===== src/hdl/tss_pkg.sv =====
// shared types, codes and helpers of the tdma slot transmit scheduler
package tss_pkg;

    localparam int QUEUE_DEPTH = 8;
    localparam int PTR_W       = (QUEUE_DEPTH > 1) ? $clog2(QUEUE_DEPTH) : 1;
    localparam int ENTRY_W     = 32;
    localparam int DVD_W       = 33;
    localparam int REM_STEPS   = DVD_W;
    localparam int CNT_W       = $clog2(REM_STEPS + 1);

    localparam logic [31:0] PERIOD_RST = 32'd32768;
    localparam logic [31:0] SLOT_RST   = 32'd10922;
    localparam logic [31:0] GUARD_RST  = 32'd2730;
    localparam logic [7:0]  NODE_RST   = 8'd0;

    localparam logic [1:0] MODE_ENQ   = 2'd0;
    localparam logic [1:0] MODE_TIMER = 2'd1;
    localparam logic [1:0] MODE_DONE  = 2'd2;

    localparam logic [1:0] KIND_ACCEPT = 2'd0;
    localparam logic [1:0] KIND_DROP   = 2'd1;
    localparam logic [1:0] KIND_SEND   = 2'd2;
    localparam logic [1:0] KIND_WAKE   = 2'd3;

    localparam logic [1:0] CFG_PERIOD = 2'd0;
    localparam logic [1:0] CFG_SLOT   = 2'd1;
    localparam logic [1:0] CFG_GUARD  = 2'd2;
    localparam logic [1:0] CFG_NODE   = 2'd3;

    typedef logic [PTR_W-1:0] ptr_t;

    typedef enum logic [3:0] {
        ST_IDLE,
        ST_ENQ_WAKE,
        ST_DIV1,
        ST_BASE,
        ST_CHECK,
        ST_DIV2,
        ST_LATE,
        ST_READ,
        ST_ISSUE
    } state_t;

    typedef struct packed {
        logic [1:0]  kind;
        logic [15:0] handle;
        logic [15:0] number;
        logic [31:0] wake;
        logic [15:0] total;
        logic        last;
    } result_t;

    function automatic ptr_t ptr_inc(input ptr_t p);
        ptr_t r;
        if (p == ptr_t'(QUEUE_DEPTH - 1))
        begin
            r = '0;
        end
        else
        begin
            r = p + ptr_t'(1);
        end
        return r;
    endfunction

    function automatic result_t make_result(
        input logic [1:0]  kind,
        input logic [15:0] handle,
        input logic [15:0] number,
        input logic [31:0] wake,
        input logic [15:0] total,
        input logic        last
    );
        result_t r;
        r.kind   = kind;
        r.handle = handle;
        r.number = number;
        r.wake   = wake;
        r.total  = total;
        r.last   = last;
        return r;
    endfunction

endpackage


===== src/hdl/tdma_slot_transmit_scheduler.sv =====
// top level of the tdma slot transmit scheduler: control, registers and ring
//
// Commands enter on start/mode/now/packet_handle/send_ok and are taken when
// start is high and busy is low. Results leave one per cycle on strobe with
// kind, out_handle, packet_number, wake_time, sent_total and last; the
// receiver always takes them. A command gives zero, one or two results.
// Results per command, in order:
//   enqueue: an accept or drop word; the first accepted enqueue adds the wake word next cycle
//   send done: a wake word, or the next handle issued through the read and issue states
//   timer fire: a remainder of now by the period, then the base and check steps,
//   then a wake or an issued handle; skipping ahead takes a second remainder
// Each remainder by the period runs through the serial remainder unit; busy
// stays high until the last result is loaded. Handles and numbers live in
// a ring ram with a registered read. Configuration writes land at once; the
// user makes them only while busy is low, the block does not enforce it.
// Reset clears pointers, counters, flags and config to defaults; the ring
// needs no clearing pass, entries are always written before they are read.
module tdma_slot_transmit_scheduler (
    input  logic        clk,
    input  logic        rst_n,
    input  logic        cfg_write,
    input  logic [1:0]  cfg_index,
    input  logic [31:0] cfg_data,
    input  logic        start,
    output logic        busy,
    input  logic [1:0]  mode,
    input  logic [31:0] now,
    input  logic [15:0] packet_handle,
    input  logic        send_ok,
    output logic        strobe,
    output logic [1:0]  kind,
    output logic [15:0] out_handle,
    output logic [15:0] packet_number,
    output logic [31:0] wake_time,
    output logic [15:0] sent_total,
    output logic        last
);
    import tss_pkg::*;

    logic [31:0] period_reg;
    logic [31:0] slot_reg;
    logic [31:0] guard_reg;
    logic [7:0]  node_reg;

    state_t      state_reg, state_next;
    ptr_t        wp_reg, wp_next;
    ptr_t        rp_reg, rp_next;
    logic [15:0] pc_reg, pc_next;
    logic [15:0] sc_reg, sc_next;
    logic [31:0] css_reg, css_next;
    logic        ts_reg, ts_next;
    logic        so_reg, so_next;
    logic [31:0] now_reg, now_next;
    logic [39:0] prod_reg, prod_next;
    logic [40:0] start_reg, start_next;
    logic [31:0] gap_reg, gap_next;
    logic [31:0] adj_reg, adj_next;
    result_t     res_reg, res_next;
    logic        strobe_reg, strobe_next;

    logic        accept;
    logic [31:0] per_eff;
    ptr_t        wp_inc;
    ptr_t        rp_inc;
    logic        ring_full;
    logic        ring_filled;
    logic [15:0] pc_inc;
    logic [15:0] sc_upd;
    logic [32:0] send_need;
    logic [32:0] css_end;
    logic        issue_more;
    logic [41:0] slot_end;
    logic [32:0] need_chk;
    logic        early;
    logic        late;
    logic [32:0] gap;

    logic              ram_we;
    logic [ENTRY_W-1:0] ram_wdata;
    logic              ram_re;
    logic [ENTRY_W-1:0] ram_rdata;

    logic              rem_start;
    logic [DVD_W-1:0]  rem_dividend;
    logic              rem_done;
    logic [31:0]       rem_val;

    // configuration registers
    always_ff @(posedge clk or negedge rst_n)
    begin
        if (!rst_n)
        begin
            period_reg <= PERIOD_RST;
            slot_reg   <= SLOT_RST;
            guard_reg  <= GUARD_RST;
            node_reg   <= NODE_RST;
        end
        else if (cfg_write)
        begin
            case (cfg_index)
                CFG_PERIOD: period_reg <= cfg_data;
                CFG_SLOT:   slot_reg   <= cfg_data;
                CFG_GUARD:  guard_reg  <= cfg_data;
                CFG_NODE:   node_reg   <= cfg_data[7:0];
                default:    ;
            endcase
        end
    end

    assign busy        = state_reg != ST_IDLE;
    assign accept      = start && !busy;
    assign per_eff     = (period_reg == 32'd0) ? 32'd1 : period_reg;
    assign wp_inc      = ptr_inc(wp_reg);
    assign rp_inc      = ptr_inc(rp_reg);
    assign ring_full   = wp_inc == rp_reg;
    assign ring_filled = rp_reg != wp_reg;
    assign pc_inc      = pc_reg + 16'd1;
    assign sc_upd      = sc_reg + {15'd0, send_ok};
    assign send_need   = {1'b0, now} + {1'b0, guard_reg};
    assign css_end     = {1'b0, css_reg} + {1'b0, slot_reg};
    assign issue_more  = (rp_inc != wp_reg) && (send_need <= css_end);
    assign slot_end    = {1'b0, start_reg} + {10'd0, slot_reg};
    assign need_chk    = {1'b0, now_reg} + {1'b0, guard_reg};
    assign early       = {9'd0, now_reg} < start_reg;
    assign late        = {9'd0, need_chk} > slot_end;
    assign gap         = need_chk - slot_end[32:0];

    // ring ram: handle in the upper half, number in the lower half
    assign ram_we    = accept && (mode == MODE_ENQ) && !ring_full;
    assign ram_wdata = {packet_handle, pc_inc};
    assign ram_re    = state_reg == ST_READ;

    tss_ram #(
        .WIDTH (ENTRY_W),
        .DEPTH (QUEUE_DEPTH)
    ) u_ring (
        .clk   (clk),
        .we    (ram_we),
        .waddr (wp_reg),
        .wdata (ram_wdata),
        .re    (ram_re),
        .raddr (rp_reg),
        .rdata (ram_rdata)
    );

    assign rem_start = (accept && (mode == MODE_TIMER) && !so_reg)
                       || ((state_reg == ST_CHECK) && late);
    assign rem_dividend = (state_reg == ST_CHECK) ? gap : {1'b0, now};

    tss_rem u_rem (
        .clk      (clk),
        .rst_n    (rst_n),
        .start    (rem_start),
        .dividend (rem_dividend),
        .divisor  (per_eff),
        .done     (rem_done),
        .rem      (rem_val)
    );

    // next state
    always_comb
    begin
        state_next = state_reg;
        case (state_reg)
            ST_IDLE:
            begin
                if (accept)
                begin
                    case (mode)
                        MODE_ENQ:
                        begin
                            if (!ring_full && !ts_reg)
                            begin
                                state_next = ST_ENQ_WAKE;
                            end
                        end
                        MODE_TIMER:
                        begin
                            if (!so_reg)
                            begin
                                state_next = ST_DIV1;
                            end
                        end
                        MODE_DONE:
                        begin
                            if (so_reg && issue_more)
                            begin
                                state_next = ST_READ;
                            end
                        end
                        default: ;
                    endcase
                end
            end
            ST_ENQ_WAKE: state_next = ST_IDLE;
            ST_DIV1:
            begin
                if (rem_done)
                begin
                    state_next = ST_BASE;
                end
            end
            ST_BASE: state_next = ST_CHECK;
            ST_CHECK:
            begin
                if (late)
                begin
                    state_next = ST_DIV2;
                end
                else if (!early && ring_filled)
                begin
                    state_next = ST_READ;
                end
                else
                begin
                    state_next = ST_IDLE;
                end
            end
            ST_DIV2:
            begin
                if (rem_done)
                begin
                    state_next = ST_LATE;
                end
            end
            ST_LATE:  state_next = ST_IDLE;
            ST_READ:  state_next = ST_ISSUE;
            ST_ISSUE: state_next = ST_IDLE;
            default:  state_next = ST_IDLE;
        endcase
    end

    // datapath and result words
    always_comb
    begin
        wp_next     = wp_reg;
        rp_next     = rp_reg;
        pc_next     = pc_reg;
        sc_next     = sc_reg;
        css_next    = css_reg;
        ts_next     = ts_reg;
        so_next     = so_reg;
        now_next    = now_reg;
        prod_next   = prod_reg;
        start_next  = start_reg;
        gap_next    = gap_reg;
        adj_next    = adj_reg;
        res_next    = res_reg;
        strobe_next = 1'b0;
        case (state_reg)
            ST_IDLE:
            begin
                if (accept)
                begin
                    case (mode)
                        MODE_ENQ:
                        begin
                            pc_next     = pc_inc;
                            now_next    = now;
                            strobe_next = 1'b1;
                            if (ring_full)
                            begin
                                res_next = make_result(KIND_DROP, packet_handle, pc_inc,
                                                       32'd0, sc_reg, 1'b1);
                            end
                            else
                            begin
                                wp_next  = wp_inc;
                                ts_next  = 1'b1;
                                res_next = make_result(KIND_ACCEPT, packet_handle, pc_inc,
                                                       32'd0, sc_reg, ts_reg);
                            end
                        end
                        MODE_TIMER:
                        begin
                            if (!so_reg)
                            begin
                                now_next  = now;
                                prod_next = 40'(node_reg) * 40'(slot_reg);
                            end
                        end
                        MODE_DONE:
                        begin
                            if (so_reg)
                            begin
                                so_next = 1'b0;
                                sc_next = sc_upd;
                                rp_next = rp_inc;
                                if (!issue_more)
                                begin
                                    strobe_next = 1'b1;
                                    res_next    = make_result(KIND_WAKE, 16'd0, 16'd0,
                                                              css_reg + per_eff, sc_upd, 1'b1);
                                end
                            end
                        end
                        default: ;
                    endcase
                end
            end
            ST_ENQ_WAKE:
            begin
                strobe_next = 1'b1;
                res_next    = make_result(KIND_WAKE, 16'd0, 16'd0, now_reg + per_eff,
                                          sc_reg, 1'b1);
            end
            ST_BASE:
            begin
                start_next = {9'd0, now_reg - rem_val} + {1'b0, prod_reg};
            end
            ST_CHECK:
            begin
                if (late)
                begin
                    gap_next = gap[31:0];
                end
                else if (early)
                begin
                    strobe_next = 1'b1;
                    res_next    = make_result(KIND_WAKE, 16'd0, 16'd0, start_reg[31:0],
                                              sc_reg, 1'b1);
                end
                else
                begin
                    css_next = start_reg[31:0];
                    if (!ring_filled)
                    begin
                        strobe_next = 1'b1;
                        res_next    = make_result(KIND_WAKE, 16'd0, 16'd0,
                                                  start_reg[31:0] + per_eff, sc_reg, 1'b1);
                    end
                end
            end
            ST_DIV2:
            begin
                if (rem_done)
                begin
                    // round the distance up to whole periods
                    adj_next = (rem_val == 32'd0) ? 32'd0 : per_eff - rem_val;
                end
            end
            ST_LATE:
            begin
                strobe_next = 1'b1;
                res_next    = make_result(KIND_WAKE, 16'd0, 16'd0,
                                          start_reg[31:0] + gap_reg + adj_reg, sc_reg, 1'b1);
            end
            ST_ISSUE:
            begin
                so_next     = 1'b1;
                strobe_next = 1'b1;
                res_next    = make_result(KIND_SEND, ram_rdata[31:16], ram_rdata[15:0],
                                          32'd0, sc_reg, 1'b1);
            end
            default: ;
        endcase
    end

    always_ff @(posedge clk or negedge rst_n)
    begin
        if (!rst_n)
        begin
            state_reg  <= ST_IDLE;
            wp_reg     <= '0;
            rp_reg     <= '0;
            pc_reg     <= '0;
            sc_reg     <= '0;
            css_reg    <= '0;
            ts_reg     <= 1'b0;
            so_reg     <= 1'b0;
            strobe_reg <= 1'b0;
        end
        else
        begin
            state_reg  <= state_next;
            wp_reg     <= wp_next;
            rp_reg     <= rp_next;
            pc_reg     <= pc_next;
            sc_reg     <= sc_next;
            css_reg    <= css_next;
            ts_reg     <= ts_next;
            so_reg     <= so_next;
            strobe_reg <= strobe_next;
        end
    end

    always_ff @(posedge clk)
    begin
        now_reg   <= now_next;
        prod_reg  <= prod_next;
        start_reg <= start_next;
        gap_reg   <= gap_next;
        adj_reg   <= adj_next;
        res_reg   <= res_next;
    end

    assign strobe        = strobe_reg;
    assign kind          = res_reg.kind;
    assign out_handle    = res_reg.handle;
    assign packet_number = res_reg.number;
    assign wake_time     = res_reg.wake;
    assign sent_total    = res_reg.total;
    assign last          = res_reg.last;

endmodule


===== src/hdl/tss_ram.sv =====
// generic single-port-write ram with registered read
module tss_ram #(
    parameter int WIDTH = 32,
    parameter int DEPTH = 8
) (
    input  logic                                   clk,
    input  logic                                   we,
    input  logic [((DEPTH > 1) ? $clog2(DEPTH) : 1)-1:0] waddr,
    input  logic [WIDTH-1:0]                       wdata,
    input  logic                                   re,
    input  logic [((DEPTH > 1) ? $clog2(DEPTH) : 1)-1:0] raddr,
    output logic [WIDTH-1:0]                       rdata
);

    logic [WIDTH-1:0] mem_reg [DEPTH];
    logic [WIDTH-1:0] rdata_reg;

    always_ff @(posedge clk)
    begin
        if (we)
        begin
            mem_reg[waddr] <= wdata;
        end
        if (re)
        begin
            rdata_reg <= mem_reg[raddr];
        end
    end

    assign rdata = rdata_reg;

endmodule


===== src/hdl/tss_rem.sv =====
// bit-serial remainder unit, one dividend bit per cycle
module tss_rem (
    input  logic                      clk,
    input  logic                      rst_n,
    input  logic                      start,
    input  logic [tss_pkg::DVD_W-1:0] dividend,
    input  logic [31:0]               divisor,
    output logic                      done,
    output logic [31:0]               rem
);
    import tss_pkg::*;

    logic             busy_reg;
    logic [CNT_W-1:0] cnt_reg;
    logic             done_reg;
    logic [DVD_W-1:0] dvd_reg;
    logic [31:0]      div_reg;
    logic [31:0]      rem_reg;
    logic [32:0]      trial;
    logic [32:0]      diff;
    logic [31:0]      rem_next;
    logic             last_step;

    assign last_step = cnt_reg == CNT_W'(REM_STEPS - 1);

    always_comb
    begin
        trial = {rem_reg, dvd_reg[DVD_W-1]};
        diff  = trial - {1'b0, div_reg};
        if (trial >= {1'b0, div_reg})
        begin
            rem_next = diff[31:0];
        end
        else
        begin
            rem_next = trial[31:0];
        end
    end

    always_ff @(posedge clk or negedge rst_n)
    begin
        if (!rst_n)
        begin
            busy_reg <= 1'b0;
            cnt_reg  <= '0;
            done_reg <= 1'b0;
        end
        else
        begin
            done_reg <= busy_reg && last_step;
            if (start)
            begin
                busy_reg <= 1'b1;
                cnt_reg  <= '0;
            end
            else if (busy_reg)
            begin
                cnt_reg <= cnt_reg + CNT_W'(1);
                if (last_step)
                begin
                    busy_reg <= 1'b0;
                end
            end
        end
    end

    always_ff @(posedge clk)
    begin
        if (start)
        begin
            dvd_reg <= dividend;
            div_reg <= divisor;
            rem_reg <= '0;
        end
        else if (busy_reg)
        begin
            dvd_reg <= {dvd_reg[DVD_W-2:0], 1'b0};
            rem_reg <= rem_next;
        end
    end

    assign done = done_reg;
    assign rem  = rem_reg;

endmodule


===== config.mk =====
export PLATFORM = sky130hd
export DESIGN_NAME = tdma_slot_transmit_scheduler
export DESIGN_NICKNAME = d
export VERILOG_FILES = /design/src/hdl/tss_pkg.sv /design/src/hdl/tdma_slot_transmit_scheduler.sv /design/src/hdl/tss_ram.sv /design/src/hdl/tss_rem.sv
export SDC_FILE = /design/constraint.sdc
export NUM_CORES = 2
export LEC_CHECK = 0
export ABC_CLOCK_PERIOD_IN_PS = 21400
export BUFFER_PORTS_ARGS = -buffer_cell sky130_fd_sc_hd__buf_2
export CAP_MARGIN = 20
export CORE_MARGIN = 1.5
export CORE_UTILIZATION = 35
export DETAILED_ROUTE_END_ITERATION = 7
export RECOVER_POWER = 100
export SLEW_MARGIN = 15
export SYNTH_ARGS = -nofsm -noshare
export SYNTH_HDL_FRONTEND = slang
export SYNTH_SLANG_ARGS = --single-unit

===== constraint.sdc =====
create_clock -name clk -period 21.4 [get_ports clk]
set_clock_uncertainty 0.1 [all_clocks]
set_input_delay 2.14 -clock clk [delete_from_list [all_inputs] [get_ports clk]]
set_output_delay 2.14 -clock clk [all_outputs]
set_load 0.01 [all_outputs]

# Word level (Yosys, flattened, before mapping)
# Memories as Yosys holds them, arrays and structs flattened. A register that Yosys moved wholly into a read port is not among the register bits.
# Cells that the tools add are included.
# totals
word_cells,181
register_bits,546
out_inout_bits,85
ram_bits,256
memories,1
# classes
muxes,46
addsub,19
n_bitwise,4
eq_ne,33
reduce_logical,43
multipliers,1
n_lt_le_gt_ge,4
# mem_list
name,words,word_bits,rd,rd_clocked_by_memory_dff,write_ports,line,text
u_ring.mem_reg,8,32,1,1,1,tss_ram.sv:15,logic [WIDTH-1:0] mem_reg [DEPTH];
# ops
op,n
$mux W83,6
$pmux W83 S5,1
$pmux W83 S2,1
$add A32 B32 Y32,5
$add A32 B32 Y33,3
$mux W33,3
$mux W32,3
$sub A32 B32 Y32,3
$mux W82,1
$logic_not A32 Y1,2
$pmux W32 S2,1
$add A41 B32 Y42,1
$gt A33 B42 Y1,1
$add A32 B40 Y41,1
$lt A32 B41 Y1,1
$mul A8 B32 Y40,1
$ge A33 B32 Y1,1
$le A33 B33 Y1,1
$sub A33 B33 Y33,1
$mux W4,6
$pmux W4 S6,1
$ne A3 B3 Y1 const B,7
$add A16 B1 Y16,1
$add A16 B1 Y16 const B,1
other kinds (35),97

# Longest topological paths before layout
# logic_depth
depth_word,9
depth_mapped,29
ltp_nobuf,26

# Modules after synthesis
# Synthesis repeated with hierarchy kept, for this count alone.
# hier_totals
cells_unflattened,5982
area_unflattened_um2,62890.3
# by_module_without_submodules
module,seq_area_each_um2,area_each_um2,cells_per_inst,n_inst
tdma_slot_transmit_scheduler,12354.3,45937.8,4981,1
tss_ram,8648.3,10786.6,415,1
tss_rem,2792.7,6165.9,586,1

# Least setup slack after synthesis
# OpenSTA, ideal clock, no wires.
# synth_path
path_kind,input-to-reg
startpoint,input port now[0]
endpoint,"register res_reg, in the netlist kind[0], enable pin"
slack_ns,11.026
setup_ns,0.552
path_buffers,0
arrival_time_ns,9.722
t_required_ns,20.748
stages,23
cell_sequence,ha_1 -> inv_1 -> fa_1 -> nor2b_1 -> o21ai_0 -> a21boi_0 -> o211ai_1 -> a21oi_1 -> o21ai_0 -> nand2_1 -> a211o_1 -> a21oi_1 -> xnor2_1 -> ha_1 -> nand4_1 -> or2_2 -> nor4_1 -> o2111ai_1 -> nand3b_1 -> a311oi_1 -> nand3_1 -> o21ai_0 -> a21oi_1
# synth_via
elab_chain_cells,5
# synth_rtl
item,line,text
start: declaration,tdma_slot_transmit_scheduler.sv:27,"input logic [31:0] now,"
$add A32 B32 Y33,tdma_slot_transmit_scheduler.sv:119,"assign send_need = {1'b0, now} + {1'b0, guard_reg};"
$le A33 B33 Y1,tdma_slot_transmit_scheduler.sv:121,assign issue_more = (rp_inc != wp_reg) && (send_need <= css_end);
$logic_and A1 B1 Y1,tdma_slot_transmit_scheduler.sv:121,
$ne A3 B3 Y1 (no source line),n/a,
$reduce_and A7 Y1 (no source line),n/a,
end signal: assignment,tdma_slot_transmit_scheduler.sv:394,res_reg <= res_next;
end: declaration,tdma_slot_transmit_scheduler.sv:58,"result_t res_reg, res_next;"
# No other way between the ends.
# A chain may end at the register's enable or synchronous reset.

# Final worst setup path
# layout_path
startpoint,register start_reg[0]
endpoint,"register u_rem.div_reg[14], enable pin"
# layout_via
elab_chain_cells,4
# layout_rtl
item,line,text
start: declaration,tdma_slot_transmit_scheduler.sv:55,"logic [40:0] start_reg, start_next;"
start signal: assignment,tdma_slot_transmit_scheduler.sv:391,start_reg <= start_next;
$add A41 B32 Y42,tdma_slot_transmit_scheduler.sv:122,"assign slot_end = {1'b0, start_reg} + {10'd0, slot_reg};"
$gt A33 B42 Y1,tdma_slot_transmit_scheduler.sv:125,"assign late = {9'd0, need_chk} > slot_end;"
$logic_and A1 B1 Y1,tdma_slot_transmit_scheduler.sv:147,|| ((state_reg == ST_CHECK) && late);
$logic_or A1 B1 Y1,tdma_slot_transmit_scheduler.sv:147,
end signal: assignment,tss_rem.sv:72,div_reg <= divisor;
end: declaration,tss_rem.sv:17,logic [31:0] div_reg;
# No other way between the ends.

==> results.yml <==
run:
  maxCapViolations: 30
floorplan:
  die_w_um: 425
  die_h_um: 425
  die-area_um2: 180000
  coreArea_um2: 176000
  start_util: 0.353
  fp-row-count: 154
  io_pins: 174
finish:
  final_area_um2: 69000
  drive_above_1_share: 0.0836
  largest_register_ffs: 256
  final_net_count: 6887
  mostFrequentLayoutCells: "edfxtp_1 (613), ha_1 (547), nand2_1 (436), a21oi_1 (420), inv_1 (395)"
  mostFrequentLayoutCell: "edfxtp_1"
  syn_to_final_growth_pct: 10.9
routing:
  drc: 30
  wire_per_inst_um: 22.9
  firstDrtPassIters: 8
  drt_iter0_markers: 3590
  num_vias: 46983
  routed_wl_um: 194000
  vias_per_cell: 5.55
  antenna_left: 0
placement:
  gp_congestion: 0.965
  port_buffers: 173
  dp_slack_ns: 11.90
  placed_area_um2: 65800
  post-dp-hpwl_um: 151000
synthesis:
  yosys_warnings: 0
  synth-seq-cells: 834
  yosysTopAreaCell: "edfxtp_1"
  synthArstFlopShare: 0.227
  synth_ff_type: "edfxtp_1"
  synth_nets: 6763
  synth_edf_count: 613
  synth.distinct_cells: 88
  synth_area_leaders: "edfxtp_1 (30%), ha_1 (11%), fa_1 (7.2%)"
  syn_area_um2: 62200
  netlist.area_leader.share: 0.296
  seq_area_frac_synth: 0.383
  syn_area_per_cell_um2: 10.5
  postSynthCellCount: 5903
grt:
  grt_overflow: 0
  antenna_found_initial: 26
  grt_first_pass_wirelength_um: 289000
  grt_max_degree: 72
  grt_pass1_vias: 47717
  track_usage: 0.211
setup_path:
  cp.arrival_ns: 14.49
  worst-path-buf-inv: 2
  cp_max_fo: 60
  worstReg2RegStart: "start_reg[0]$_DFFE_PP_"
  crit_path_cell_trace: "ha_1 -> fa_1 -> a211o_1 -> a21oi_1 -> o31ai_1 -> a2111o_1 -> a211oi_1 -> o21ai_0 -> a21oi_1 -> xor2_1 -> ha_1 -> a211oi_1 -> a22o_1 -> a211o_1 -> nor4_1 -> and4b_1 -> nand3_1 -> or4_1 -> nor4_1 -> clkbuf_1 -> or2_0 -> clkbuf_1"
  end_kind: "flop"
  slowest_stage: "or2_0"
  path_class: "flop to flop"
  cp-start-kind: "flop"
  worst_path_largest_cell_delay_ns: 3.44
  required_ns: 21.54
  critPathTopFamily: "simple AND/OR/NAND/NOR gates"
  crit_start: "start_reg[0]$_DFFE_PP_"
status:
  status: "complete, but fails checks"
  violations: "DRC, capacitance limit, slew limit"
sta:
  fin_crit_ns: 14.35
  fin_crit_sh: 0.670
  rsz0062_at_grt: "false"
  fin_tns_setup_ns: 0
  setup-violations-final: 0
  slew_viol_final: 1234
  hold_viol: 0
  max_freq_mhz: 69.7
  timing.final.ws_setup_ns: 7.05
  relSlewSlack: -2.16
  tightestPinTransition_ns: 4.73
cts:
  post-cts-setup-buffers: 0
  cts.sinks: 834
  hold_buffers: 0
  clkTransAtPathRegs_ns: 0.06
  htree_levels: 3
  clk-insertion-delay-late_ns: 0.75
  cts-resized-gates: 0
  cts_tree: "yes"
  cts_buffer_depth: 3
  cts_buffers: 96
  cts_root_buf: "clkbuf_16"
power:
  power_density_nw_per_um2: 178
  fin_total_pwr_mw: 12.3
  peakVddDrop_mv: 0.136
  leakage_nw: 28.2
hold_path:
  min_from: "ts_reg$_DFFE_PN0P_"
  hp-class: "flop to flop"
[through the flow]
stage | hold WS (ns) | instances | util
floorplan | 0.342 | 5903 | -
global placement | 0.367 | 8266 | 0.373
detailed placement | 0.363 | 8267 | 0.373
CTS | 0.384 | 8449 | 0.393
global route | 0.406 | 8457 | 0.391
finish | 0.382 | 8463 | 0.391
[routing by layer]
metal,vias up,global-route usage,wire [um]
met5,-,0,38
met4,6,0.0896,8470
met3,332,0.0232,9840
met2,1311,0.360,93000
met1,23533,0.271,82200
li1,21801,-,-
[cell families after synthesis]
family                   count (synthesis)  share of synthesized area
AO/OA/AOI/OAI                         1425                      0.149
adder cells (fa/ha/maj)                771                      0.182
flip-flops                             834                      0.383
XOR/XNOR                               453                     0.0638
AND/OR/NAND/NOR                       1504                      0.118
buffers and inverters                  602                     0.0373
multiplexers                           314                     0.0674
[worst paths after layout]
check	endpoint	slack [ns]	cells past startpoint
hold / removal	ts_reg$_DFFE_PN0P_	0.38	1
setup reg to reg	u_rem.div_reg[14]$_DFFE_PN_	7.05	22
max in group asynchronous	period_reg[30]$_DFFE_PN0P_	10.74	3
min in group asynchronous	node_reg[5]$_DFFE_PN0P_	2.92	1
setup / recovery	u_rem.div_reg[14]$_DFFE_PN_	7.05	22
hold reg to reg	ts_reg$_DFFE_PN0P_	0.38	1
[final cells by class]
cell class	count	area (um^2)
Clock inverter	49	811
Tap cell	2340	2930
Multi-Input combinational cell	4467	36200
Timing Repair Buffer	233	1020
Antenna cell	12	30.0
Fill cell	17189	107000
Clock buffer	133	2710
Inverter	395	1480
Sequential cell	834	23800
[cell usage after synthesis (65+ instances only)]
master / count
nor2_1: 361
o21a_1: 68
fa_1: 224
clkbuf_1: 161
inv_1: 395
nor3_1: 81
and2_1: 156
a21o_1: 230
nand4_1: 65
ha_1: 547
xor2_1: 178
o21ai_0: 226
mux2_2: 165
xnor2_1: 275
nand3_1: 103
nand2_1: 436
a21oi_1: 419
dfrtp_1: 175
edfxtp_1: 613
[power by group]
part / total [mW] / leakage [nW] / switching (mW) / internal, mW
sequential: 2.75 / 8.16 / 0.350 / 2.40
combinational: 7.73 / 18.4 / 4.57 / 3.16
clock: 1.81 / 1.69 / 0.738 / 1.07
total: 12.3 / 28.2 / 5.66 / 6.63
Note: power is estimated with default switching activity, not from simulation.
